$ cat config.mk
export PLATFORM = sky130hd
export DESIGN_NAME = sensor_watch_table_top
export DESIGN_NICKNAME = d
export VERILOG_FILES = /design/src/rtl/core/swt_pkg.sv /design/src/rtl/core/swt_cell.sv /design/src/rtl/core/swt_ctrl.sv /design/src/rtl/core/sensor_watch_table_top.sv
export SDC_FILE = /design/constraint.sdc
export NUM_CORES = 1
export LEC_CHECK = 0
export ABC_AREA = 1
export BUFFER_PORTS_ARGS = -buffer_cell sky130_fd_sc_hd__buf_4
export CORE_MARGIN = 4
export CORE_UTILIZATION = 30
export CTS_CLUSTER_SIZE = 25
export DETAILED_ROUTE_END_ITERATION = 8
export SLEW_MARGIN = 5
export SYNTH_ARGS = -nofsm -noshare
export SYNTH_HDL_FRONTEND = slang
export SYNTH_SLANG_ARGS = --single-unit
$ cat constraint.sdc
create_clock -name i_clk -period 2.6 [get_ports i_clk]
set_input_delay 0.13 -clock i_clk [delete_from_list [all_inputs] [get_ports i_clk]]
set_output_delay 0.13 -clock i_clk [all_outputs]
set_load 0.005 [all_outputs]
$ cat src/rtl/core/swt_pkg.sv
// shared types and constants of the sensor watch table
package swt_pkg;

    localparam int SLOTS_DEF   = 16;
    localparam int SENSORS_DEF = 32;
    localparam int MAX_RESULTS = 16;

    localparam int ID_W   = 4;
    localparam int SIDX_W = 5;
    localparam int BITS_W = 32;
    localparam int KIND_W = 2;
    localparam int SLOT_W = 4;

    localparam logic OP_SUB  = 1'b0;
    localparam logic OP_TICK = 1'b1;

    localparam logic [KIND_W-1:0] K_SUB    = 2'd0;
    localparam logic [KIND_W-1:0] K_FULL   = 2'd1;
    localparam logic [KIND_W-1:0] K_NOTIFY = 2'd2;
    localparam logic [KIND_W-1:0] K_EMPTY  = 2'd3;

    typedef enum logic [1:0] {
        ST_IDLE,
        ST_SCAN,
        ST_FLUSH
    } t_state;

    // broadcast from the controller to every cell
    typedef struct packed {
        logic              start;
        logic              step;
        logic              op;
        logic              fire_en;
        logic [ID_W-1:0]   id;
        logic [SIDX_W-1:0] sidx;
        logic              lvl;
        logic [BITS_W-1:0] bits;
    } t_cell_ctl;

endpackage

$ cat src/rtl/core/swt_cell.sv
// one watch slot of the chain, examined when the scan token sits here
module swt_cell
    import swt_pkg::*;
#(
    parameter int SENSORS = SENSORS_DEF
) (
    input  logic            i_clk,
    input  logic            i_rst_n,
    input  t_cell_ctl       i_ctl,
    input  logic            i_head,
    input  logic            i_tok,
    output logic            o_tok,
    output logic            o_hit,
    output logic [ID_W-1:0] o_id
);

    logic              r_tok;
    logic              r_valid;
    logic [ID_W-1:0]   r_id;
    logic [SIDX_W-1:0] r_sidx;
    logic              r_lvl;
    logic              n_tok;
    logic              n_valid;
    logic              level;
    logic              hit;

    // sensors past the configured count read as low
    always_comb begin
        if (32'(r_sidx) < SENSORS) begin
            level = i_ctl.bits[r_sidx];
        end else begin
            level = 1'b0;
        end
    end

    always_comb begin
        if (i_ctl.op == OP_SUB) begin
            hit = r_tok && !r_valid;
        end else begin
            hit = r_tok && r_valid && (level != r_lvl) && i_ctl.fire_en;
        end
    end

    always_comb begin
        n_tok   = r_tok;
        n_valid = r_valid;
        if (i_ctl.start) begin
            n_tok = i_head;
        end else if (i_ctl.step) begin
            n_tok = i_tok;
            if (hit) begin
                n_valid = (i_ctl.op == OP_SUB);
            end
        end
    end

    always_ff @(posedge i_clk) begin
        if (!i_rst_n) begin
            r_tok   <= 1'b0;
            r_valid <= 1'b0;
        end else begin
            r_tok   <= n_tok;
            r_valid <= n_valid;
        end
    end

    always_ff @(posedge i_clk) begin
        if (i_ctl.step && hit && i_ctl.op == OP_SUB) begin
            r_id   <= i_ctl.id;
            r_sidx <= i_ctl.sidx;
            r_lvl  <= i_ctl.lvl;
        end
    end

    assign o_tok = r_tok;
    assign o_hit = hit;
    assign o_id  = hit ? r_id : '0;

endmodule

$ cat src/rtl/core/swt_ctrl.sv
// scan sequencer, pending notify holder and output register
module swt_ctrl
    import swt_pkg::*;
#(
    parameter int SLOTS = SLOTS_DEF
) (
    input  logic                       i_clk,
    input  logic                       i_rst_n,
    input  logic                       i_valid,
    output logic                       o_stall,
    input  logic                       i_opcode,
    input  logic [ID_W-1:0]            i_notify_id,
    input  logic [SIDX_W-1:0]          i_sensor_index,
    input  logic                       i_expected_level,
    input  logic [BITS_W-1:0]          i_sensor_bits,
    output logic                       o_valid,
    input  logic                       i_stall,
    output logic [KIND_W-1:0]          o_kind,
    output logic [SLOT_W-1:0]          o_slot,
    output logic [ID_W-1:0]            o_fired_id,
    output logic                       o_last,
    output t_cell_ctl                  o_ctl,
    input  logic [SLOTS-1:0]           i_hit,
    input  logic [SLOTS-1:0][ID_W-1:0] i_ids
);

    localparam int IW = (SLOTS > 1) ? $clog2(SLOTS) : 1;
    localparam int CW = $clog2(MAX_RESULTS + 1);
    localparam logic [IW-1:0] LAST_IDX = IW'(SLOTS - 1);

    t_state            r_state;
    t_state            n_state;
    logic              r_op;
    logic [ID_W-1:0]   r_nid;
    logic [SIDX_W-1:0] r_sidx;
    logic              r_lvl;
    logic [BITS_W-1:0] r_bits;
    logic [IW-1:0]     r_idx;
    logic [CW-1:0]     r_cnt;
    logic              r_pend_v;
    logic [SLOT_W-1:0] r_pend_slot;
    logic [ID_W-1:0]   r_pend_id;
    logic              r_out_valid;
    logic [KIND_W-1:0] r_kind;
    logic [SLOT_W-1:0] r_slot;
    logic [ID_W-1:0]   r_fid;
    logic              r_last;

    logic              start;
    logic              out_free;
    logic              step;
    logic              at_end;
    logic              any_hit;
    logic [ID_W-1:0]   hit_id;
    logic [31:0]       idx_ext;
    logic [SLOT_W-1:0] idx_slot;
    logic              emit;
    logic [KIND_W-1:0] e_kind;
    logic [SLOT_W-1:0] e_slot;
    logic [ID_W-1:0]   e_id;
    logic              e_last;
    logic              pend_load;
    logic              pend_clr;

    assign o_stall  = (r_state != ST_IDLE);
    assign start    = i_valid && !o_stall;
    assign out_free = !r_out_valid || !i_stall;
    assign step     = (r_state == ST_SCAN) && out_free;
    assign at_end   = (r_idx == LAST_IDX);
    assign idx_ext  = 32'(r_idx);
    assign idx_slot = idx_ext[SLOT_W-1:0];

    // at most one cell holds the token, so a plain or collects its answer
    always_comb begin
        any_hit = 1'b0;
        hit_id  = '0;
        for (int k = 0; k < SLOTS; k++) begin
            any_hit = any_hit | i_hit[k];
            hit_id  = hit_id | i_ids[k];
        end
    end

    always_comb begin
        n_state = r_state;
        case (r_state)
            ST_IDLE: begin
                if (start) begin
                    n_state = ST_SCAN;
                end
            end
            ST_SCAN: begin
                if (out_free) begin
                    if (r_op == OP_SUB) begin
                        if (any_hit || at_end) begin
                            n_state = ST_IDLE;
                        end
                    end else if (at_end) begin
                        n_state = ST_FLUSH;
                    end
                end
            end
            ST_FLUSH: begin
                if (out_free) begin
                    n_state = ST_IDLE;
                end
            end
            default: n_state = ST_IDLE;
        endcase
    end

    always_comb begin
        emit      = 1'b0;
        e_kind    = K_SUB;
        e_slot    = '0;
        e_id      = '0;
        e_last    = 1'b0;
        pend_load = 1'b0;
        pend_clr  = 1'b0;
        case (r_state)
            ST_IDLE: begin
                pend_clr = start;
            end
            ST_SCAN: begin
                if (out_free) begin
                    if (r_op == OP_SUB) begin
                        if (any_hit) begin
                            emit   = 1'b1;
                            e_kind = K_SUB;
                            e_slot = idx_slot;
                            e_last = 1'b1;
                        end else if (at_end) begin
                            emit   = 1'b1;
                            e_kind = K_FULL;
                            e_last = 1'b1;
                        end
                    end else if (any_hit) begin
                        // a new fire pushes the previous one out, not last
                        pend_load = 1'b1;
                        emit      = r_pend_v;
                        e_kind    = K_NOTIFY;
                        e_slot    = r_pend_slot;
                        e_id      = r_pend_id;
                    end
                end
            end
            ST_FLUSH: begin
                if (out_free) begin
                    emit     = 1'b1;
                    e_last   = 1'b1;
                    pend_clr = 1'b1;
                    if (r_pend_v) begin
                        e_kind = K_NOTIFY;
                        e_slot = r_pend_slot;
                        e_id   = r_pend_id;
                    end else begin
                        e_kind = K_EMPTY;
                    end
                end
            end
            default: begin
                emit = 1'b0;
            end
        endcase
    end

    always_ff @(posedge i_clk) begin
        if (!i_rst_n) begin
            r_state     <= ST_IDLE;
            r_out_valid <= 1'b0;
            r_pend_v    <= 1'b0;
            r_idx       <= '0;
            r_cnt       <= '0;
        end else begin
            r_state <= n_state;
            if (emit) begin
                r_out_valid <= 1'b1;
            end else if (!i_stall) begin
                r_out_valid <= 1'b0;
            end
            if (pend_load) begin
                r_pend_v <= 1'b1;
            end else if (pend_clr) begin
                r_pend_v <= 1'b0;
            end
            if (start) begin
                r_idx <= '0;
                r_cnt <= '0;
            end else begin
                if (step) begin
                    r_idx <= r_idx + 1'b1;
                end
                if (pend_load) begin
                    r_cnt <= r_cnt + 1'b1;
                end
            end
        end
    end

    always_ff @(posedge i_clk) begin
        if (start) begin
            r_op   <= i_opcode;
            r_nid  <= i_notify_id;
            r_sidx <= i_sensor_index;
            r_lvl  <= i_expected_level;
            r_bits <= i_sensor_bits;
        end
        if (pend_load) begin
            r_pend_slot <= idx_slot;
            r_pend_id   <= hit_id;
        end
        if (emit) begin
            r_kind <= e_kind;
            r_slot <= e_slot;
            r_fid  <= e_id;
            r_last <= e_last;
        end
    end

    always_comb begin
        o_ctl         = '0;
        o_ctl.start   = start;
        o_ctl.step    = step;
        o_ctl.op      = r_op;
        o_ctl.fire_en = (32'(r_cnt) < MAX_RESULTS);
        o_ctl.id      = r_nid;
        o_ctl.sidx    = r_sidx;
        o_ctl.lvl     = r_lvl;
        o_ctl.bits    = r_bits;
    end

    assign o_valid    = r_out_valid;
    assign o_kind     = r_kind;
    assign o_slot     = r_slot;
    assign o_fired_id = r_fid;
    assign o_last     = r_last;

endmodule

$ cat src/rtl/core/sensor_watch_table_top.sv
// sensor watch table: a chain of slot cells walked by a scan token
// a new item is accepted only while idle, and o_stall holds until its answer is registered;
// the token steps one slot cell per cycle while the output register is not stalled
// reset: synchronous active-low i_rst_n empties every slot and clears the output valid flag
module sensor_watch_table_top
    import swt_pkg::*;
#(
    parameter int SLOTS   = SLOTS_DEF,
    parameter int SENSORS = SENSORS_DEF
) (
    input  logic              i_clk,
    input  logic              i_rst_n,
    input  logic              i_valid,
    output logic              o_stall,
    input  logic              i_opcode,
    input  logic [ID_W-1:0]   i_notify_id,
    input  logic [SIDX_W-1:0] i_sensor_index,
    input  logic              i_expected_level,
    input  logic [BITS_W-1:0] i_sensor_bits,
    output logic              o_valid,
    input  logic              i_stall,
    output logic [KIND_W-1:0] o_kind,
    output logic [SLOT_W-1:0] o_slot,
    output logic [ID_W-1:0]   o_fired_id,
    output logic              o_last
);

    t_cell_ctl                  ctl;
    logic [SLOTS-1:0]           tok;
    logic [SLOTS-1:0]           hit;
    logic [SLOTS-1:0][ID_W-1:0] ids;

    swt_ctrl #(
        .SLOTS(SLOTS)
    ) u_ctrl (
        .i_clk           (i_clk),
        .i_rst_n         (i_rst_n),
        .i_valid         (i_valid),
        .o_stall         (o_stall),
        .i_opcode        (i_opcode),
        .i_notify_id     (i_notify_id),
        .i_sensor_index  (i_sensor_index),
        .i_expected_level(i_expected_level),
        .i_sensor_bits   (i_sensor_bits),
        .o_valid         (o_valid),
        .i_stall         (i_stall),
        .o_kind          (o_kind),
        .o_slot          (o_slot),
        .o_fired_id      (o_fired_id),
        .o_last          (o_last),
        .o_ctl           (ctl),
        .i_hit           (hit),
        .i_ids           (ids)
    );

    for (genvar k = 0; k < SLOTS; k++) begin : g_cell
        logic tok_in;
        if (k == 0) begin : g_head
            assign tok_in = 1'b0;
        end else begin : g_link
            assign tok_in = tok[k-1];
        end

        swt_cell #(
            .SENSORS(SENSORS)
        ) u_cell (
            .i_clk  (i_clk),
            .i_rst_n(i_rst_n),
            .i_ctl  (ctl),
            .i_head (k == 0),
            .i_tok  (tok_in),
            .o_tok  (tok[k]),
            .o_hit  (hit[k]),
            .o_id   (ids[k])
        );
    end

endmodule
==> impl_metrics.json, run 1 <==
{
  "syn_nets": 2061,
  "antenna_cells": 0,
  "ys_async_sr_fraction": 0,
  "endpoint_kind": "register",
  "cts_tree": "yes",
  "synthTopCellsByArea": "edfxtp_1, nand2_1, nand3_1",
  "htree_levels": 1,
  "cp_common_cell": "nand2_1",
  "wire_per_inst_um": 18.9,
  "wl_met1_um": 21300,
  "drt-total-wl_um": 55700,
  "drtPass1Iterations": 6,
  "dr_wl_met2_um": 26200,
  "hold_class": "in2reg",
  "ir_drop_mv": 0.531,
  "p_leak_nw": 8.60,
  "rows": 83,
  "post-route-period-util": 1.04,
  "critPathRequiredTime_ns": 2.89,
  "grt_pass1_wl_um": 82800,
  "outcome": "finished, violations left",
  "ys_types": 39,
  "worst_slack_ns": -0.115,
  "yosysWarnings": 0,
  "clk_path_buf_depth": 3,
  "ant_nets": 0,
  "via_per_inst": 5.19,
  "ys_ff_latch": 267,
  "place_ws_ns": -0.172,
  "fin_hold_ws_ns": 0.268,
  "fp.dieW_um": 236,
  "core-area_um2": 51500,
  "die_h_um": 236,
  "violations": "negative setup slack",
  "clkSinkCount": 267,
  "rsz0062_at_grt": "true",
  "drt-initial-drc-count": 1922,
  "skew_ns": 0.0171,
  "slowest_delay_ns": 0.44,
  "syn_area_um2": 15700,
  "p_per_area_nw_per_um2": 732,
  "final_util": 0.396,
  "synth_top_area_frac": 0.426,
  "antenna_found_initial": 0,
  "wl_met3_um": 5270,
  "slew_viol_final": 0,
  "slowest_stage": "edfxtp_1",
  "grt_usage": 0.187,
  "clk_pin_slew_worst_paths_ns": 0.06,
  "synth_edf_count": 222,
  "start_util": 0.304,
  "place_hpwl_um": 35700,
  "synth.avg_cell_area_um2": 7.80,
  "cp_max_fo": 5,
  "via_count": 15300,
  "drc": 0,
  "path_class": "reg2reg",
  "ios": 60,
  "ys_seq_area_frac": 0.483,
  "die_area_um2": 55900,
  "area_growth_pct": 30.4,
  "ys_dominant_reg_cell": "edfxtp_1",
  "hold_violations": 0,
  "crit_arrival_ns": 3.00,
  "grt_max_degree": 44,
  "cts_buffers": 28,
  "place.gp.congestion": 0.908,
  "cp_num_buf_inv": 3,
  "path_cells": "buf_6, clkbuf_16, nand2_4, nand3_1, nand3_1, nand2_1, nand2_1, nand3b_1, nand2_1, nand2_2, nand3_2, nand2_4, buf_6, nand2_2, nand4_1, a221oi_2, nand4_1",
  "min_period_ns": 2.72,
  "power_mw": 15.0,
  "max_freq_mhz": 368,
  "cpLargestDelayFamily": "simple AND/OR/NAND/NOR gates",
  "cts_root_buf": "clkbuf_16",
  "syn-instance-count": 2008,
  "slew_headroom": 0.315,
  "drv_cap": 0,
  "critPathLaunchType": "register",
  "worstSkewPairLatency_ns": 0.58,
  "maxUsedRoutingLayer": "met4",
  "tightest_slew_ns": 1.03,
  "drive_gt1_frac": 0.237,
  "grt_pass1_vias": 14500,
  "yosysTopAreaCell": "edfxtp_1",
  "finalSetupViolations": 27,
  "globalRouteOverflowTotal": 0,
  "io_buffers": 59,
  "nets": 2298
}
[path summary, 6_finish.rpt]
path | start | to | slack [ns] | cells past startpoint
worst max-delay path | u_ctrl.r_bits[9] | u_ctrl.r_pend_id[0] | -0.12 | 17
worst min-delay path | i_sensor_bits[2] | u_ctrl.r_bits[2] | 0.27 | 2
worst max register to register | u_ctrl.r_bits[9] | u_ctrl.r_pend_id[0] | -0.12 | 17
worst min register to register | u_ctrl.r_cnt[4] | u_ctrl.r_cnt[4] | 0.48 | 2
[cells in the mapped netlist, types with 2 or more instances]
cell type / instances
a21oi_1: 50
a221oi_1: 8
inv_2: 3
nand4_1: 10
nand2_2: 17
dfxtp_1: 45
a22o_1: 3
o21ai_0: 37
clkinv_1: 2
buf_6: 22
a21oi_2: 2
edfxtp_1: 222
ha_1: 6
nand3_2: 7
clkbuf_1: 14
buf_2: 34
nor2_1: 41
nand2_1: 774
nand3_1: 450
inv_4: 16
inv_1: 122
buf_4: 58
nor3_1: 17
clkbuf_2: 15
nand3b_1: 13
nor2_2: 7
[stage by stage]
step	instances	setup TNS [ns]	area, µm²
finish	2947	-1.86	20400
global route	2947	-5.54	20400
CTS	2930	-0.147	19700
detailed placement	2821	-3.87	18000
global placement	2821	-3.58	18000
floorplan	2008	0	15700
[per-layer routing]
metal | up-vias | global-route usage
li1 | 7151 | -
met5 | - | 0
met1 | 7119 | 0.237
met2 | 820 | 0.307
met3 | 211 | 0.0313
met4 | 0 | 0.0954
[cells in the final DEF, fill, tap and decap left out, types with 8 or more instances in the layout]
cell type,count
nand2_1,719
nand3_1,399
buf_4,234
edfxtp_1,222
inv_1,121
nand2_2,66
nand3_2,57
a21oi_1,48
dlygate4sd3_1,46
dfxtp_1,45
o21ai_0,36
buf_12,35
buf_6,32
clkbuf_16,31
nor2_1,29
nor3_1,16
nand3b_1,13
nor2_2,12
nand4_1,10
inv_4,9
a221oi_2,8
[power by group]
group / leakage [nW] / switching, mW / internal (mW)
registers: 2.39 / 0.339 / 5.27
logic: 5.76 / 3.24 / 2.03
clock network: 0.449 / 1.78 / 2.30
[logic make-up after synthesis]
family	share of synthesized area
AOI/OAI and AO/OA	0.0383
DFF	0.483
buffers and inverters	0.0998
adders and majority gates	0.00479
xor gates and xnor gates	0.000559
and+or+nand+nor	0.373
[flip-flops by register name, indices dropped and copies added, names as in the netlist, 4 cells and up]
register,flops
u_ctrl.r_bits,32
g_cell.u_cell.r_valid,16
u_ctrl.o_slot,4
g_cell.u_cell.r_sidx,80
u_ctrl.o_fired_id,4
g_cell.u_cell.r_lvl,16
u_ctrl.r_sidx,5
u_ctrl.r_pend_id,4
u_ctrl.r_cnt,5
g_cell.u_cell.o_tok,16
u_ctrl.r_pend_slot,4
g_cell.u_cell.r_id,64
u_ctrl.idx_slot,4
u_ctrl.r_nid,4
[final cells by class]
cell class | count | area, µm²
flip-flops and latches | 267 | 7570
multi-input cells | 1454 | 7100
clock inverters | 20 | 219
inverters | 144 | 614
repair buffers | 350 | 3350
well taps | 680 | 851
clock buffers | 32 | 716
fillers | 5178 | 31100
[timing repair]
item                                    4_1_cts  5_1_grt
endpoints found under the setup margin       35       43
cloned                                        1        4
hold buffers                                 46        0
pin swaps                                     6       87
buffers inserted                             10       13
gates resized for setup                      56      156
hold endpoints to repair                     63        0
[worst reg2reg max path: stages (launching register included)]
cell and delay, ns:
edfxtp_1 0.44, buf_6 0.17, clkbuf_16 0.17, nand2_4 0.06, nand3_1 0.07, nand3_1 0.09, nand2_1 0.06, nand2_1 0.05
nand3b_1 0.18, nand2_1 0.15, nand2_2 0.08, nand3_2 0.09, nand2_4 0.07, buf_6 0.14, nand2_2 0.05, nand4_1 0.15
a221oi_2 0.27, nand4_1 0.16
Note: power is estimated with default switching activity, not from simulation.
==> inputs of run 2 (changes only) <==
--- a/config.mk
+++ b/config.mk
@@ -11,6 +11,7 @@
 export CORE_UTILIZATION = 30
 export CTS_CLUSTER_SIZE = 25
 export DETAILED_ROUTE_END_ITERATION = 8
+export SKIP_CTS_REPAIR_TIMING = 1
 export SLEW_MARGIN = 5
 export SYNTH_ARGS = -nofsm -noshare
 export SYNTH_HDL_FRONTEND = slang
==> run 2 against run 1 <==
The run still ends with negative setup slack left. Cell count shrank 0.51%. Via count shrank 1.3%. Non-clock buffer count shrank 16. Clock skew shrank 0.0061 ns. Wire length shrank 2.5%. Combinational power shrank 3.8%. Total power shrank 1.5%. Largest power group unchanged.
==> impl_metrics.json, run 2 (same netlist as run 1, synthesis figures left out) <==
{
  "dpl.cell_count": 2821,
  "crit_arrival_ns": 3.06,
  "die_area_um2": 55900,
  "max_freq_mhz": 366,
  "via_count": 15100,
  "outcome": "finished, violations left",
  "fin_hold_ws_ns": 0.272,
  "worstSkewPairLatency_ns": 0.58,
  "drv_cap": 0,
  "largest_register_ff_count": 80,
  "start_util": 0.304,
  "drt-initial-drc-count": 1895,
  "grt_max_degree": 44,
  "hold_violations": 0,
  "rows": 83,
  "slew_headroom": 0.320,
  "critPathRequiredTime_ns": 2.93,
  "final_common_cell": "nand2_1",
  "cts_buffers": 28,
  "largest-register": "g_cell.u_cell.r_sidx",
  "place.gp.congestion": 0.908,
  "clkSinkCount": 267,
  "comb_power_share": 0.344,
  "die_h_um": 236,
  "endpoint_kind": "register",
  "finalSetupViolations": 36,
  "pwr-share-seq": 0.380,
  "drt-total-wl_um": 54300,
  "htree_levels": 1,
  "place_ws_ns": -0.172,
  "fill_cells": 5218,
  "drive_gt1_frac": 0.203,
  "cp_max_fo": 5,
  "globalRouteOverflowTotal": 0,
  "cts_root_buf": "clkbuf_16",
  "core-area_um2": 51500,
  "reg_top3": "g_cell.u_cell.r_sidx (80), g_cell.u_cell.r_id (64), u_ctrl.r_bits (32)",
  "area_growth_pct": 27.0,
  "p_sw_mw": 5.25,
  "fp.dieW_um": 236,
  "rsz0062_at_grt": "true",
  "cts_tree": "yes",
  "grt_pass1_vias": 14300,
  "antenna_found_initial": 1,
  "nets": 2283,
  "io_buffers": 59,
  "violations": "negative setup slack",
  "ir_drop_mv": 0.535,
  "grt_pass1_wl_um": 81400,
  "p_clk_frac": 0.276,
  "clk_pin_slew_worst_paths_ns": 0.07,
  "slew_viol_final": 0,
  "drtPass1Iterations": 7,
  "p_leak_nw": 8.38,
  "p_per_area_nw_per_um2": 741,
  "power_mw": 14.7,
  "ios": 60,
  "path_class": "reg2reg",
  "swShare": 0.357,
  "wire_per_inst_um": 18.5,
  "fin_area_um2": 19900,
  "final_cells": 2932,
  "skew_ns": 0.0110,
  "antenna_cells": 0,
  "layout_common_cells": "nand2_1, nand3_1, buf_4",
  "drc": 0,
  "post-route-period-util": 1.05,
  "grt_usage": 0.184,
  "hold_class": "in2reg",
  "worst_slack_ns": -0.132,
  "postPlaceCellArea_um2": 18000,
  "clk_path_buf_depth": 3,
  "place_hpwl_um": 35700,
  "min_period_ns": 2.73,
  "tightest_slew_ns": 1.02,
  "via_per_inst": 5.15,
  "critPathLaunchType": "register",
  "ant_nets": 0,
  "intPower_mw": 9.48
}
-- run 2: cell types whose count changed in the layout (fill, tap and decap cells not counted), moves of 3 or more --
cell	change
nand2_1	+34
buf_12	-6
nand3_2	-31
nand2_2	-30
buf_6	-7
nand2_4	-4
nand3_1	+32
nor2_1	+3
nor2_4	-5
-- run 2: path summary, 6_finish.rpt --
| kind | start | endpoint | slack, ns | depth (start not counted) |
|---|---|---|---|---|
| setup / recovery | g_cell[5].u_cell.r_sidx[0] | u_ctrl.o_fired_id[3] | -0.13 | 19 |
| hold / removal | i_sensor_bits[5] | u_ctrl.r_bits[5] | 0.27 | 2 |
| setup reg to reg | g_cell[5].u_cell.r_sidx[0] | u_ctrl.o_fired_id[3] | -0.13 | 19 |
| hold reg to reg | u_ctrl.r_cnt[4] | u_ctrl.r_cnt[4] | 0.47 | 2 |
-- run 2: worst max-delay path, stage by stage, from the launching register on --
cell      delay [ns]
edfxtp_1        0.52
buf_6           0.18
nand2_1         0.08
nand3_2         0.07
nand3_1         0.09
nand2_1         0.06
nand2_1         0.06
nand3b_1        0.19
nand2_1         0.14
nand2_2         0.06
nand3_2         0.06
nand2_2         0.06
nor2_2          0.13
nand2_2         0.09
nor2_4          0.18
nand2_4         0.11
nand2_8         0.09
inv_6           0.04
o21ai_4         0.21
nor2_2          0.06
-- run 2: stage by stage --
step,util,setup TNS (ns)
2_1_floorplan,-,0
3_3_place_gp,0.349,-3.58
3_5_place_dp,0.349,-3.87
4_1_cts,0.367,-4.08
5_1_grt,0.386,-8.94
6_report,0.386,-2.69
-- run 2: power groups by stage --
stage	Combinational (mW)	Clock [mW]	Sequential [mW]
floorplan	2.48	0	5.54
global placement	4.51	0	5.65
detailed placement	4.57	0	5.67
CTS	4.59	4.16	5.58
global route	5.42	4.34	5.64
finish	5.07	4.07	5.59
-- run 2: area by class of cell --
| type | instances | area, µm² | share of cell area |
|---|---|---|---|
| flip-flops and latches | 267 | 7570 | 0.380 |
| multi-input cells | 1454 | 6820 | 0.343 |
| repair buffers | 334 | 3090 | 0.156 |
| well taps | 680 | 851 | 0.0428 |
| clock buffers | 32 | 716 | 0.0360 |
| inverters | 144 | 613 | 0.0308 |
| clock inverters | 20 | 219 | 0.0110 |
| repair inverters | 1 | 11.3 | 0.000566 |
-- run 2: metal layers --
metal  vias to the layer above  GRT usage  share of wire
met1                      6995      0.237           0.39
met3                       195     0.0287          0.088
li1                       7116          -              -
met5                         -          0              0
met4                         0     0.0904          0.050
met2                       791      0.300           0.47
